$ cat src/rtl/core/rmq_pkg.sv
`timescale 1ns / 1ps
// Shared types and constants for the rotation matrix to quaternion block.
// Used by the front, the queue, the divider and the top level; depends on nothing.
package rmq_pkg;

    // Which component the square root feeds; AXIS_W means the trace was positive.
    typedef logic [1:0] axis_t;

    localparam axis_t AXIS_X = 2'd0;
    localparam axis_t AXIS_Y = 2'd1;
    localparam axis_t AXIS_Z = 2'd2;
    localparam axis_t AXIS_W = 2'd3;

    // The three non-major components run through the divider side by side.
    localparam int LANES = 3;

    // Entries in the queue between front and back.
    localparam int QUEUE_DEPTH = 2;

endpackage

$ cat src/rtl/core/rmq_queue.sv
`timescale 1ns / 1ps
// Two-entry queue that decouples the front from the arithmetic back end.
// Depends on rmq_pkg for its depth.
module rmq_queue #(
    parameter int DATA_W = 8
) (
    input  logic              clk,
    input  logic              rst_n,
    input  logic              wr_en,
    input  logic [DATA_W-1:0] wr_data,
    output logic              full,
    input  logic              rd_en,
    output logic [DATA_W-1:0] rd_data,
    output logic              empty
);

    localparam int CW = $clog2(rmq_pkg::QUEUE_DEPTH + 1);
    localparam int PW = $clog2(rmq_pkg::QUEUE_DEPTH);

    logic [DATA_W-1:0] mem_reg [rmq_pkg::QUEUE_DEPTH];
    logic [PW-1:0]     wptr_reg;
    logic [PW-1:0]     rptr_reg;
    logic [CW-1:0]     count_reg;
    logic [CW-1:0]     count_next;

    assign full    = (count_reg == CW'(rmq_pkg::QUEUE_DEPTH));
    assign empty   = (count_reg == '0);
    assign rd_data = mem_reg[rptr_reg];

    always_comb
    begin
        count_next = count_reg;
        if (wr_en && !(rd_en && !empty))
            count_next = count_reg + CW'(1);
        else if (!wr_en && rd_en && !empty)
            count_next = count_reg - CW'(1);
    end

    always_ff @(posedge clk or negedge rst_n)
    begin
        if (!rst_n)
        begin
            wptr_reg  <= '0;
            rptr_reg  <= '0;
            count_reg <= '0;
        end
        else
        begin
            count_reg <= count_next;
            if (wr_en)
                wptr_reg <= wptr_reg + PW'(1);
            if (rd_en && !empty)
                rptr_reg <= rptr_reg + PW'(1);
        end
    end

    always_ff @(posedge clk)
    begin
        if (wr_en)
            mem_reg[wptr_reg] <= wr_data;
    end

endmodule

$ cat config.mk
export PLATFORM = sky130hd
export DESIGN_NAME = rmq_queue
export DESIGN_NICKNAME = d
export VERILOG_FILES = /design/src/rtl/core/rmq_pkg.sv /design/src/rtl/core/rmq_queue.sv
export SDC_FILE = /design/constraint.sdc
export NUM_CORES = 1
export LEC_CHECK = 0
export BUFFER_PORTS_ARGS = -buffer_cell sky130_fd_sc_hd__buf_2
export CORE_MARGIN = 2
export CORE_UTILIZATION = 40
export DETAILED_ROUTE_END_ITERATION = 8
export PLACE_DENSITY = 0.72
export SKIP_CTS_REPAIR_TIMING = 1
export SYNTH_ARGS = -nofsm -noshare
export SYNTH_HDL_FRONTEND = slang
export SYNTH_SLANG_ARGS = --single-unit
$ cat constraint.sdc
create_clock -name clk -period 2.1 [get_ports clk]
set_input_delay 0.21 -clock clk [delete_from_list [all_inputs] [get_ports clk]]
set_output_delay 0.21 -clock clk [all_outputs]
set_load 0.01 [all_outputs]
### Word level (Yosys, flattened, before mapping)

Memories as Yosys holds them, arrays and structs flattened.
Cells that the tools add are included.

* register bits: 4
* bits in writable memories: 16
* input bits: 12
* logic and storage cells: 22
* memories kept: 1

Memories
* mem_reg: words 2, bits a word 8, read ports 1, clocked after Yosys merged registers in 0, write ports 1, RTL line rmq_queue.sv:20 `logic [DATA_W-1:0] mem_reg [rmq_pkg::QUEUE_DEPTH];`

* $add $sub $neg: 4
* equality and inequality tests: 1
* mux-type cells: 4
* reduce and logical (&&, ||, !) cells: 9

Operators with widths (number)
* logical AND 1 bit: 4
* 2-to-1 mux 2 bit: 2
* logical NOT 1 bit: 3
* adder 1 bit, second input constant: 2
* adder 2 x 1 -> 2 bit, second input constant: 1
* equality test 2 bit, second input constant: 1
* logical NOT 2 bit: 1
* 2-to-1 mux 1 bit: 2
* nonzero test 2 bit: 1
* subtractor 2 x 1 -> 2 bit, second input constant: 1

### Depth between registers and ports, before layout

* depth in word-level cells: 6
* mapped depth: 3
* gate-level depth less buffers: 3

### Least setup slack after synthesis

OpenSTA, ideal clock, no wires.

* path kind: register to register
* start point: register wptr_reg
* end point: memory mem_reg[0][0] (enable)
* arrival: 788 ps
* data required time: 1727 ps
* setup slack: 939 ps
* cell stages (with the launch flop): 2
* path buffers: 0
* period minus slack after synthesis: 1161 ps
* path through: dfrtp_1 > nor2b_1

RTL lines
* from (decl): RTL line rmq_queue.sv:21 `logic [PW-1:0] wptr_reg;`
* from (signal assigned): RTL line rmq_queue.sv:51 `wptr_reg <= wptr_reg + PW'(1);`
* to (decl): RTL line rmq_queue.sv:20

Straight into the memory's write port.

### Final worst setup path

* start point: register rptr_reg
* end point: output port rd_data[4]

* longest elaborated chain between the ends: 1

Ends and longest elaborated chain
* from (decl): RTL line rmq_queue.sv:22 `logic [PW-1:0] rptr_reg;`
* from (signal assigned): RTL line rmq_queue.sv:53 `rptr_reg <= rptr_reg + PW'(1);`
* memory (2 x 8 bit)
* to (decl): RTL line rmq_queue.sv:13 `output logic [DATA_W-1:0] rd_data,`

No other way between the ends.

==> results.py <==
metrics = {
    "sta": {
        "fin_crit_sh_pct": 77.4,
        "tns_ns": 0,
        "tightest_slew_ns": 0.732,
        "final_max_slew_viol_count": 0,
        "setup_viol": 0,
        "hold_violations": 0,
        "max_freq_mhz": 615,
        "relSlewSlack_pct": 51.1,
        "finalWorstPathRequiredPeriod_ns": 1.63,
        "fin_skew_ns": 0.00276,
        "rsz0062_at_grt": "no",
    },
    "place": {
        "dp.cells": 92,
        "gp_congestion": 0.595,
        "portBuffers": 21,
        "place.detailed.hpwl_um": 872,
    },
    "global_routing": {
        "grtUsageTotal_pct": 10.4,
        "grt_max_degree": 13,
        "grt_pass1_vias": 364,
        "overflow": 0,
        "antenna_found_initial": 0,
        "grt_pass1_wl_mm": 1.55,
    },
    "layout": {
        "multiInputGateArea_um2": 194,
        "fill_cells": 172,
        "final_util_pct": 51.5,
        "layout.cells.non_filler": 97,
        "layout.area.seq_um2": 581,
        "nets": 83,
        "area_growth_pct": 25.1,
        "num_antenna_cells": 0,
        "largest_reg_flops": 16,
        "drive_gt1_share_pct": 50.0,
    },
    "floorplanning": {
        "dieArea_um2": 2330,
        "dieWidth_um": 48.3,
        "core-area_um2": 1900,
        "die_h_um": 48.3,
        "io_pins": 22,
        "initial_core_util_pct": 41.2,
        "rows": 16,
    },
    "detailed_routing": {
        "drt_iter0_drc": 0,
        "vias": 435,
        "ant_nets": 0,
        "firstDrtPassIters": 1,
        "viasPerCell": 4.48,
        "wl_per_cell_um": 12.0,
        "wl_mm": 1.16,
        "drcViolationCount": 0,
    },
    "clocking": {
        "path_clk_slew_ns": 0.11,
        "cts_tree": "built",
        "numClockSinks": 20,
        "clk_path_buf_depth": 2,
        "htree_levels": 1,
        "root_buffer": "clkbuf_4",
        "insertion_delay_ns": 0.29,
        "cts_buffers": 3,
    },
    "worst_setup_path": {
        "crit_start": "rptr_reg",
        "cp_max_fo": 9,
        "crit_family": "flip-flops",
        "critPathSlowestCell": "dfrtp_1",
        "worstSetupPathType": "flip-flop to primary output",
        "arrival_ns": 1.42,
        "rrSetupSlack_ns": 0.75,
        "critPathMaxStageDelay_ns": 0.60,
        "r2r_end": "mem_reg[0][2]",
        "r2r_cells": 1,
        "r2r_start": "wptr_reg",
        "startpoint_type": "flip-flop",
        "crit_chain": "mux2_2 > buf_2",
        "cp.buffers_inverters": 1,
        "required_ns": 1.89,
        "end_kind": "primary output",
    },
    "hold_path": {
        "hp-start": "wr_data[5]",
        "min_to": "mem_reg[0][5]",
        "hold_path_class": "primary input to flip-flop",
        "hold_depth": 1,
    },
    "run": {
        "maxCapViolCount": 0,
    },
    "pwr": {
        "p_int_mw": 0.896,
        "combPwrFrac_pct": 25.8,
        "leakage_nw": 0.392,
        "power.sequential.fraction_pct": 49.7,
        "power_density_nw_per_um2": 1260,
        "sw_frac_of_total_pct": 27.3,
        "ir_worst_vdd_uv": 877,
        "switching_power_mw": 0.336,
        "p_clk_share_pct": 24.4,
    },
    "logic_synthesis": {
        "syn_avg_cell_area_um2": 17.4,
        "syn_nets": 57,
        "ys_ff_latch": 20,
        "seq_area_frac_synth_pct": 74.1,
        "synth_cell_types": 17,
        "syn_inst": 45,
        "ys.warnings.count": 0,
        "syn-cell-area_um2": 783,
    },
    "status": {
        "status": "complete, no violations",
    },
}
## layout by cell type (no fill, tap or decap), drive strengths merged
cell type / n
a21oi: 2
and2: 1
and4: 1
buf: 21
bufinv: 1
clkbuf: 3
dfrtp: 4
dlygate4sd3: 1
edfxtp: 16
inv: 1
mux2: 8
mux2i: 1
nand2: 1
nand2b: 1
nor2: 1
nor2b: 2
nor3: 1
o21ai: 1
xnor2: 1
xor2: 2
## cell type report
class | instances | area share [%]
Inverter | 1 | 0.383
Clock buffer | 3 | 2.30
Sequential cell | 20 | 59.3
Multi-Input combinational cell | 23 | 19.8
Clock inverter | 1 | 3.07
Timing Repair Buffer | 22 | 11.7
Tap cell | 27 | 3.45
## through the flow
step | setup slack [ns] | instance area, um^2 | total power [mW] | hold WS [ns]
floorplan | 0.939 | 783 | 0.822 | -0.0856
global placement | 0.797 | 917 | 0.933 | 0.0191
detailed placement | 0.735 | 917 | 0.948 | 0.0186
CTS | 0.440 | 970 | 1.25 | -0.310
global route | 0.387 | 980 | 1.31 | 0.0793
finish | 0.475 | 980 | 1.23 | 0.104
## synth_stat cells
cell      count  area, um^2
nor3_2        1        10.0
xor2_1        2        17.5
mux2i_1       1        10.0
mux2_2        8        90.1
and2_1        1        6.26
and4_2        1        10.0
nand2_1       1        3.75
edfxtp_1     16         480
nor2b_1       2        12.5
a21oi_1       2        10.0
buf_2         1        5.00
o21ai_0       1        5.00
inv_1         1        3.75
nand2b_1      1        6.26
dfrtp_1       4         100
nor2_1        1        3.75
xnor2_1       1        8.76
## kinds of logic (layout without fill, tap and decap cells)
| kind of cell | after synthesis | after routing | share of synthesized area, % |
|---|---|---|---|
| DFF | 20 | 20 | 74.1 |
| muxes | 9 | 9 | 12.8 |
| and+or+nand+nor | 8 | 8 | 6.71 |
| AOI/OAI and AO/OA | 3 | 3 | 1.92 |
| xor gates and xnor gates | 3 | 3 | 3.36 |
| buffers and inverters | 2 | 27 | 1.12 |
## power by group through the flow
stage	sequential, mW	clock [mW]	combinational (mW)
CTS	0.615	0.310	0.326
finish	0.613	0.301	0.318
global placement	0.617	0	0.316
floorplan	0.575	0	0.247
global route	0.630	0.327	0.354
detailed placement	0.625	0	0.323
## metal layers
layer,up-vias,global-route usage [%],part of all wire (%)
met3,2,4.07,6.9
met2,14,18.9,53
met4,0,6.49,1.0
met5,-,0,0
li1,219,-,-
met1,200,9.55,39
## worst max-delay path by stage
stage	slack [ns]	to	cells past startpoint
after floorplan	0.94	mem_reg[0][0]	1
after global placement	0.80	rd_data[0]	2
after detailed placement	0.74	mem_reg[0][7]	2
after CTS	0.44	rd_data[4]	2
after global routing	0.39	rd_data[6]	2
final	0.47	rd_data[4]	2
Power figures use the tool's default switching activity.
