File: src/rtl/core/rmq_sqrt.sv
`timescale 1ns / 1ps
// Pipelined integer square root, one result bit per stage, with a sideband
// carried alongside. Stand-alone; no package needed.
module rmq_sqrt #(
    parameter int RADW   = 17,
    parameter int FB     = 14,
    parameter int SIDE_W = 8
) (
    input  logic                        clk,
    input  logic                        rst_n,
    input  logic                        en,
    input  logic                        in_valid,
    input  logic [RADW-1:0]             in_rad,
    input  logic [SIDE_W-1:0]           in_side,
    output logic                        out_valid,
    output logic [(RADW+FB+1)/2-1:0]    out_root,
    output logic [SIDE_W-1:0]           out_side
);

    localparam int SB  = (RADW + FB + 1) / 2;
    localparam int NB  = 2 * SB;
    localparam int RMW = SB + 2;

    logic [NB-1:0]     n_reg    [SB];
    logic [RMW-1:0]    rem_reg  [SB];
    logic [SB-1:0]     root_reg [SB];
    logic [SIDE_W-1:0] side_reg [SB];
    logic              v_reg    [SB];

    logic [NB-1:0]     n_i      [SB];
    logic [RMW-1:0]    rem_i    [SB];
    logic [SB-1:0]     root_i   [SB];
    logic [SIDE_W-1:0] side_i   [SB];
    logic              v_i      [SB];
    logic [RMW-1:0]    rem_sh   [SB];
    logic [RMW-1:0]    trial    [SB];
    logic [RMW-1:0]    rem_nx   [SB];
    logic [SB-1:0]     root_nx  [SB];

    always_comb
    begin
        for (int g = 0; g < SB; g++)
        begin
            if (g == 0)
            begin
                n_i[g]    = NB'(in_rad) << FB;
                rem_i[g]  = '0;
                root_i[g] = '0;
                side_i[g] = in_side;
                v_i[g]    = in_valid;
            end
            else
            begin
                n_i[g]    = n_reg[g-1];
                rem_i[g]  = rem_reg[g-1];
                root_i[g] = root_reg[g-1];
                side_i[g] = side_reg[g-1];
                v_i[g]    = v_reg[g-1];
            end
            rem_sh[g] = {rem_i[g][SB-1:0], n_i[g][NB-1-2*g -: 2]};
            trial[g]  = {root_i[g], 2'b01};
            if (rem_sh[g] >= trial[g])
            begin
                rem_nx[g]  = rem_sh[g] - trial[g];
                root_nx[g] = {root_i[g][SB-2:0], 1'b1};
            end
            else
            begin
                rem_nx[g]  = rem_sh[g];
                root_nx[g] = {root_i[g][SB-2:0], 1'b0};
            end
        end
    end

    always_ff @(posedge clk or negedge rst_n)
    begin
        if (!rst_n)
        begin
            for (int g = 0; g < SB; g++)
                v_reg[g] <= 1'b0;
        end
        else if (en)
        begin
            for (int g = 0; g < SB; g++)
                v_reg[g] <= v_i[g];
        end
    end

    always_ff @(posedge clk)
    begin
        if (en)
        begin
            for (int g = 0; g < SB; g++)
            begin
                n_reg[g]    <= n_i[g];
                rem_reg[g]  <= rem_nx[g];
                root_reg[g] <= root_nx[g];
                side_reg[g] <= side_i[g];
            end
        end
    end

    assign out_valid = v_reg[SB-1];
    assign out_root  = root_reg[SB-1];
    assign out_side  = side_reg[SB-1];

endmodule

File: config.mk
export PLATFORM = sky130hd
export DESIGN_NAME = rmq_sqrt
export DESIGN_NICKNAME = d
export VERILOG_FILES = /design/src/rtl/core/rmq_sqrt.sv
export SDC_FILE = /design/constraint.sdc
export NUM_CORES = 1
export LEC_CHECK = 0
export BUFFER_PORTS_ARGS = -buffer_cell sky130_fd_sc_hd__buf_2
export CAP_MARGIN = 30
export CORE_MARGIN = 3
export CORE_UTILIZATION = 45
export CTS_CLUSTER_DIAMETER = 60
export CTS_CLUSTER_SIZE = 24
export DETAILED_ROUTE_END_ITERATION = 7
export GPL_TIMING_DRIVEN = 1
export HOLD_SLACK_MARGIN = 0.12
export SETUP_SLACK_MARGIN = 0.05
export SLEW_MARGIN = 20
export SYNTH_ARGS = -nofsm -noshare
export SYNTH_HDL_FRONTEND = slang
export SYNTH_SLANG_ARGS = --single-unit
File: constraint.sdc
create_clock -name clk -period 4.25 [get_ports clk]
set_clock_uncertainty 0.1 [all_clocks]
set_input_delay 0.2125 -clock clk [delete_from_list [all_inputs] [get_ports clk]]
set_output_delay 0.2125 -clock clk [all_outputs]
set_load 0.02 [all_outputs]
Yosys cells after proc, flatten, opt, wreduce, memory -nomap -nowiden
Memories as Yosys holds them, arrays and structs flattened.
Cells that the tools add are included.
- mux-type cells: 34
- add/subtract/negate cells: 16
- magnitude comparators: 16
- operators by type and width (operator ; count):
    $mux 18 ; 16
    $ge 18x18->1 ; 15
    $sub 18x18->18 ; 15
    $mux 1 ; 18
    $sub 1x1->2 const B ; 1
    $ge 1x1->1 const B ; 1
- input port bits: 29
- output and inout bits: 25
- memory bits (writable): 1184
- register bits: 16
- logic and storage cells: 86
- memories kept: 4
- memories (memory ; depth ; bits a word ; read ports ; clocked after Yosys merged registers in ; write ports ; RTL line ; RTL):
    n_reg ; 16 ; 32 ; 15 ; 0 ; 16 ; 24 ; logic [NB-1:0] n_reg [SB];
    rem_reg ; 16 ; 18 ; 15 ; 0 ; 16 ; 25 ; logic [RMW-1:0] rem_reg [SB];
    root_reg ; 16 ; 16 ; 16 ; 0 ; 16 ; 26 ; logic [SB-1:0] root_reg [SB];
    side_reg ; 16 ; 8 ; 16 ; 0 ; 16 ; 27 ; logic [SIDE_W-1:0] side_reg [SB];

Depth between registers and ports, before layout
An unclocked memory read counts as a cell.
- word-level depth: 3
- depth in mapped cells: 13
- mapped depth without buffers: 12

Worst setup path after synthesis
Ideal clock, no wire load.
- path kind: register to register
- start point: memory rem_reg[1][90] (netlist name)
- end point: memory rem_reg[1][116] (netlist name) (data pin)
- arrival: 2.547 ns
- slack: 1.343 ns
- stages on the path, launching flop included: 12
- period minus slack after synthesis: 2.907 ns
- cells stage by stage: edfxtp_1 > ha_1 > inv_1 > fa_1 > nand2b_1 > a21oi_1 > o211ai_1 > nand2_1 > a31o_2 > a41oi_2 > buf_2 > mux2_2
- RTL lines (item ; RTL line):
    start: declaration ; 25

==> impl_metrics.ini <==
[clock_tree]
root_buffer = clkbuf_16
post_cts_resized = 0
cts_max_level = 2
cts_inserted_buffers = 43
cts_sinks = 564
path_clk_slew_ps = 80
clockBufferDepth = 3
worstSkewPairLatency_ps = 580
cts_tree = done

[critical_path]
critPathMaxFanout = 22
cp-start-kind = register
cp_data_arrival_time_ps = 3660
cp.required_ps = 4490
endpoint_kind = register
criticalPathCategory = reg -> reg

[grt]
grt_use_total_pct = 13.9
grt_pass1_wl_um = 69600
grt_max_degree = 127
antenna_found_initial = 0
grt_pass1_vias = 14500
grt_overflow = 0

[power]
p_int_w = 0.0101
p_leak_nw = 10.9
p_clk_share_pct = 31.9
ir_drop_uv = 419
power.density_mw_per_mm2 = 475
totalPowerFinal_w = 0.0136
power.switching_w = 0.00353
p_comb_share_pct = 15.3
sequentialPowerShare_pct = 52.8
p_sw_share_pct = 25.9

[routing]
vias_per_cell = 5.15
ant_nets = 0
drc = 0
wl_per_cell_um = 14.9
vias = 14300
wl_um = 41400
firstDrtPassIters = 5
drt_iter0_markers = 801

[sta]
max_freq_ghz = 0.293
worst_pin_slew_ps = 880
hold_violations = 0
fin_setup_tns_ps = 0
whs_ps = 233
rsz0062_at_grt = false
min_period_ps = 3410
slew_headroom_pct = 41.0
period_share_pct = 80.4
maxSlewViolCount = 0
setup_viol = 0

[place]
place_congestion = 0.830
hpwl_um = 28300
place_inst = 2677
numPortBuffers = 53

[logic_synthesis]
yosysTopAreaCellShare_pct = 64.2
synth_edf_count = 548
synth.area.top_cells = edfxtp_1, ha_1, inv_1
synth.ff_latch_count = 564
yosysSeqAreaShare_pct = 65.7
syn_area_mm2 = 0.0256
syn_avg_cell_area_um2 = 13.6
yosysTopAreaCell = edfxtp_1
synth_cell_type_count = 72
ys.flop_type = edfxtp_1
yosys_warnings = 0
synthArstFlopShare_pct = 2.84
synth_fp_nets = 2058
syn_inst = 1886

[floorplanning]
dieArea_mm2 = 0.0599
die_w_um = 245
die_h_um = 245
core_mm2 = 0.0557
ios = 54
num_rows = 86
start_util_pct = 46.0

[cells_and_area]
antenna_cells = 0
largest_register_ffs = 212
fillers = 4733
nets = 2175
synthToLayoutAreaGrowth_pct = 12.0
drive_above_1_share_pct = 9.87
fin_cells = 2784

[job]
cap_violations = 0

[run_status]
status = finished clean

[min_path]
hp-class = in -> reg
[critical path, stage by stage (launching register included)]
cell,delay [ps]
edfxtp_1,440
ha_1,260
inv_1,80
fa_1,210
nor2b_1,70
o31a_1,280
or4_1,410
a31oi_1,310
a22o_1,610
nor2_1,120
mux2_2,290
[synth_stat cells (6+ instances only)]
library cell,count
nand2b_1,25
a211oi_1,11
o31a_1,6
inv_1,177
nand3_1,24
nor2b_1,24
o21bai_1,6
edfxtp_1,548
ha_1,137
nor3_1,39
nor4_1,23
o21ai_0,116
mux2_2,46
o211ai_1,9
o31ai_1,14
fa_1,6
a21o_1,24
xor2_1,73
clkbuf_1,14
or3_1,17
o21a_1,37
or2_2,9
xnor2_1,60
a21oi_1,83
and3_1,7
dfrtp_1,16
nand4_1,10
buf_2,6
nor3b_1,7
nor2_1,103
nand3b_1,6
nand2_1,114
or4_1,11
[metal layers]
| metal | up-vias | wire (um) | GRT usage (%) |
|---|---|---|---|
| met3 | 60 | 1430 | 2.45 |
| met1 | 6870 | 18600 | 17.9 |
| li1 | 7195 | - | - |
| met2 | 199 | 20500 | 24.4 |
| met4 | 0 | 852 | 3.77 |
| met5 | - | 0 | 0 |
[path summary, 6_finish.rpt]
kind	endpoint	cells after the start	slack, ps	from
worst max register to register	rem_reg[1][48]$_DFFE_PP_	10	840	rem_reg[1][18]$_SDFFCE_PP0P_
worst min register to register	n_reg[0][111]$_DFFE_PP_	0	310	n_reg[0][79]$_DFFE_PP_
max in group asynchronous	v_i[1]$_DFFE_PN0P_	3	2950	rst_n
worst min-delay path	n_reg[0][19]$_DFFE_PP_	2	230	in_rad[5]
worst max-delay path	rem_reg[1][48]$_DFFE_PP_	10	840	rem_reg[1][18]$_SDFFCE_PP0P_
min in group asynchronous	out_valid$_DFFE_PN0P_	3	650	rst_n
[layout make-up]
cell class	instances	area (um2)	share of cell area [%]
well taps	748	936	3.26
multi-input cells	1123	8030	28.0
flip-flops and latches	564	16900	58.7
clock buffers	47	1090	3.80
clock inverters	31	418	1.46
repair buffers	94	718	2.50
inverters	177	664	2.31
[placed cells by master, fill, tap and decap left out, types with 16 or more instances in the layout]
cell	count
a21o_1	24
a21oi_1	83
buf_2	52
clkbuf_16	43
dfrtp_1	16
dlygate4sd3_1	29
edfxtp_1	548
ha_1	137
inv_1	177
mux2_2	46
nand2_1	114
nand2b_1	25
nand3_1	24
nor2_1	103
nor2b_1	24
nor3_1	39
nor4_1	23
o21a_1	37
o21ai_0	116
or3_1	17
xnor2_1	60
xor2_1	73
[repair_timing]
item,in CTS,in global routing
hold endpoints to repair,127,0
hold buffers,29,0
setup buffers,0,0
[stage by stage]
stage	instance area, um2	utilization, %	worst slack, ps
final	28700	51.5	835
after global routing	28700	51.5	613
after CTS	28700	51.5	821
after detailed placement	26900	48.3	818
after global placement	26900	48.3	902
after floorplan	25600	-	1340
[power groups by stage]
stage	Clock [W]	Combinational [W]	Sequential [W]
2_1_floorplan	0	0.00155	0.00723
3_3_place_gp	0	0.00199	0.00732
3_5_place_dp	0	0.00206	0.00733
4_1_cts	0.00453	0.00210	0.00721
5_1_grt	0.00473	0.00237	0.00727
6_report	0.00435	0.00209	0.00720
[kinds of logic after synthesis]
family | after synthesis | synth area share, %
AO/OA/AOI/OAI | 354 | 8.63
AND/OR/NAND/NOR | 439 | 8.64
XOR/XNOR | 133 | 4.54
multiplexers | 53 | 2.31
other | 1 | 0.0146
adder cells (fa/ha/maj) | 143 | 7.15
buffers and inverters | 199 | 2.99
flip-flops | 564 | 65.7
(Power assumes the default switching activity.)
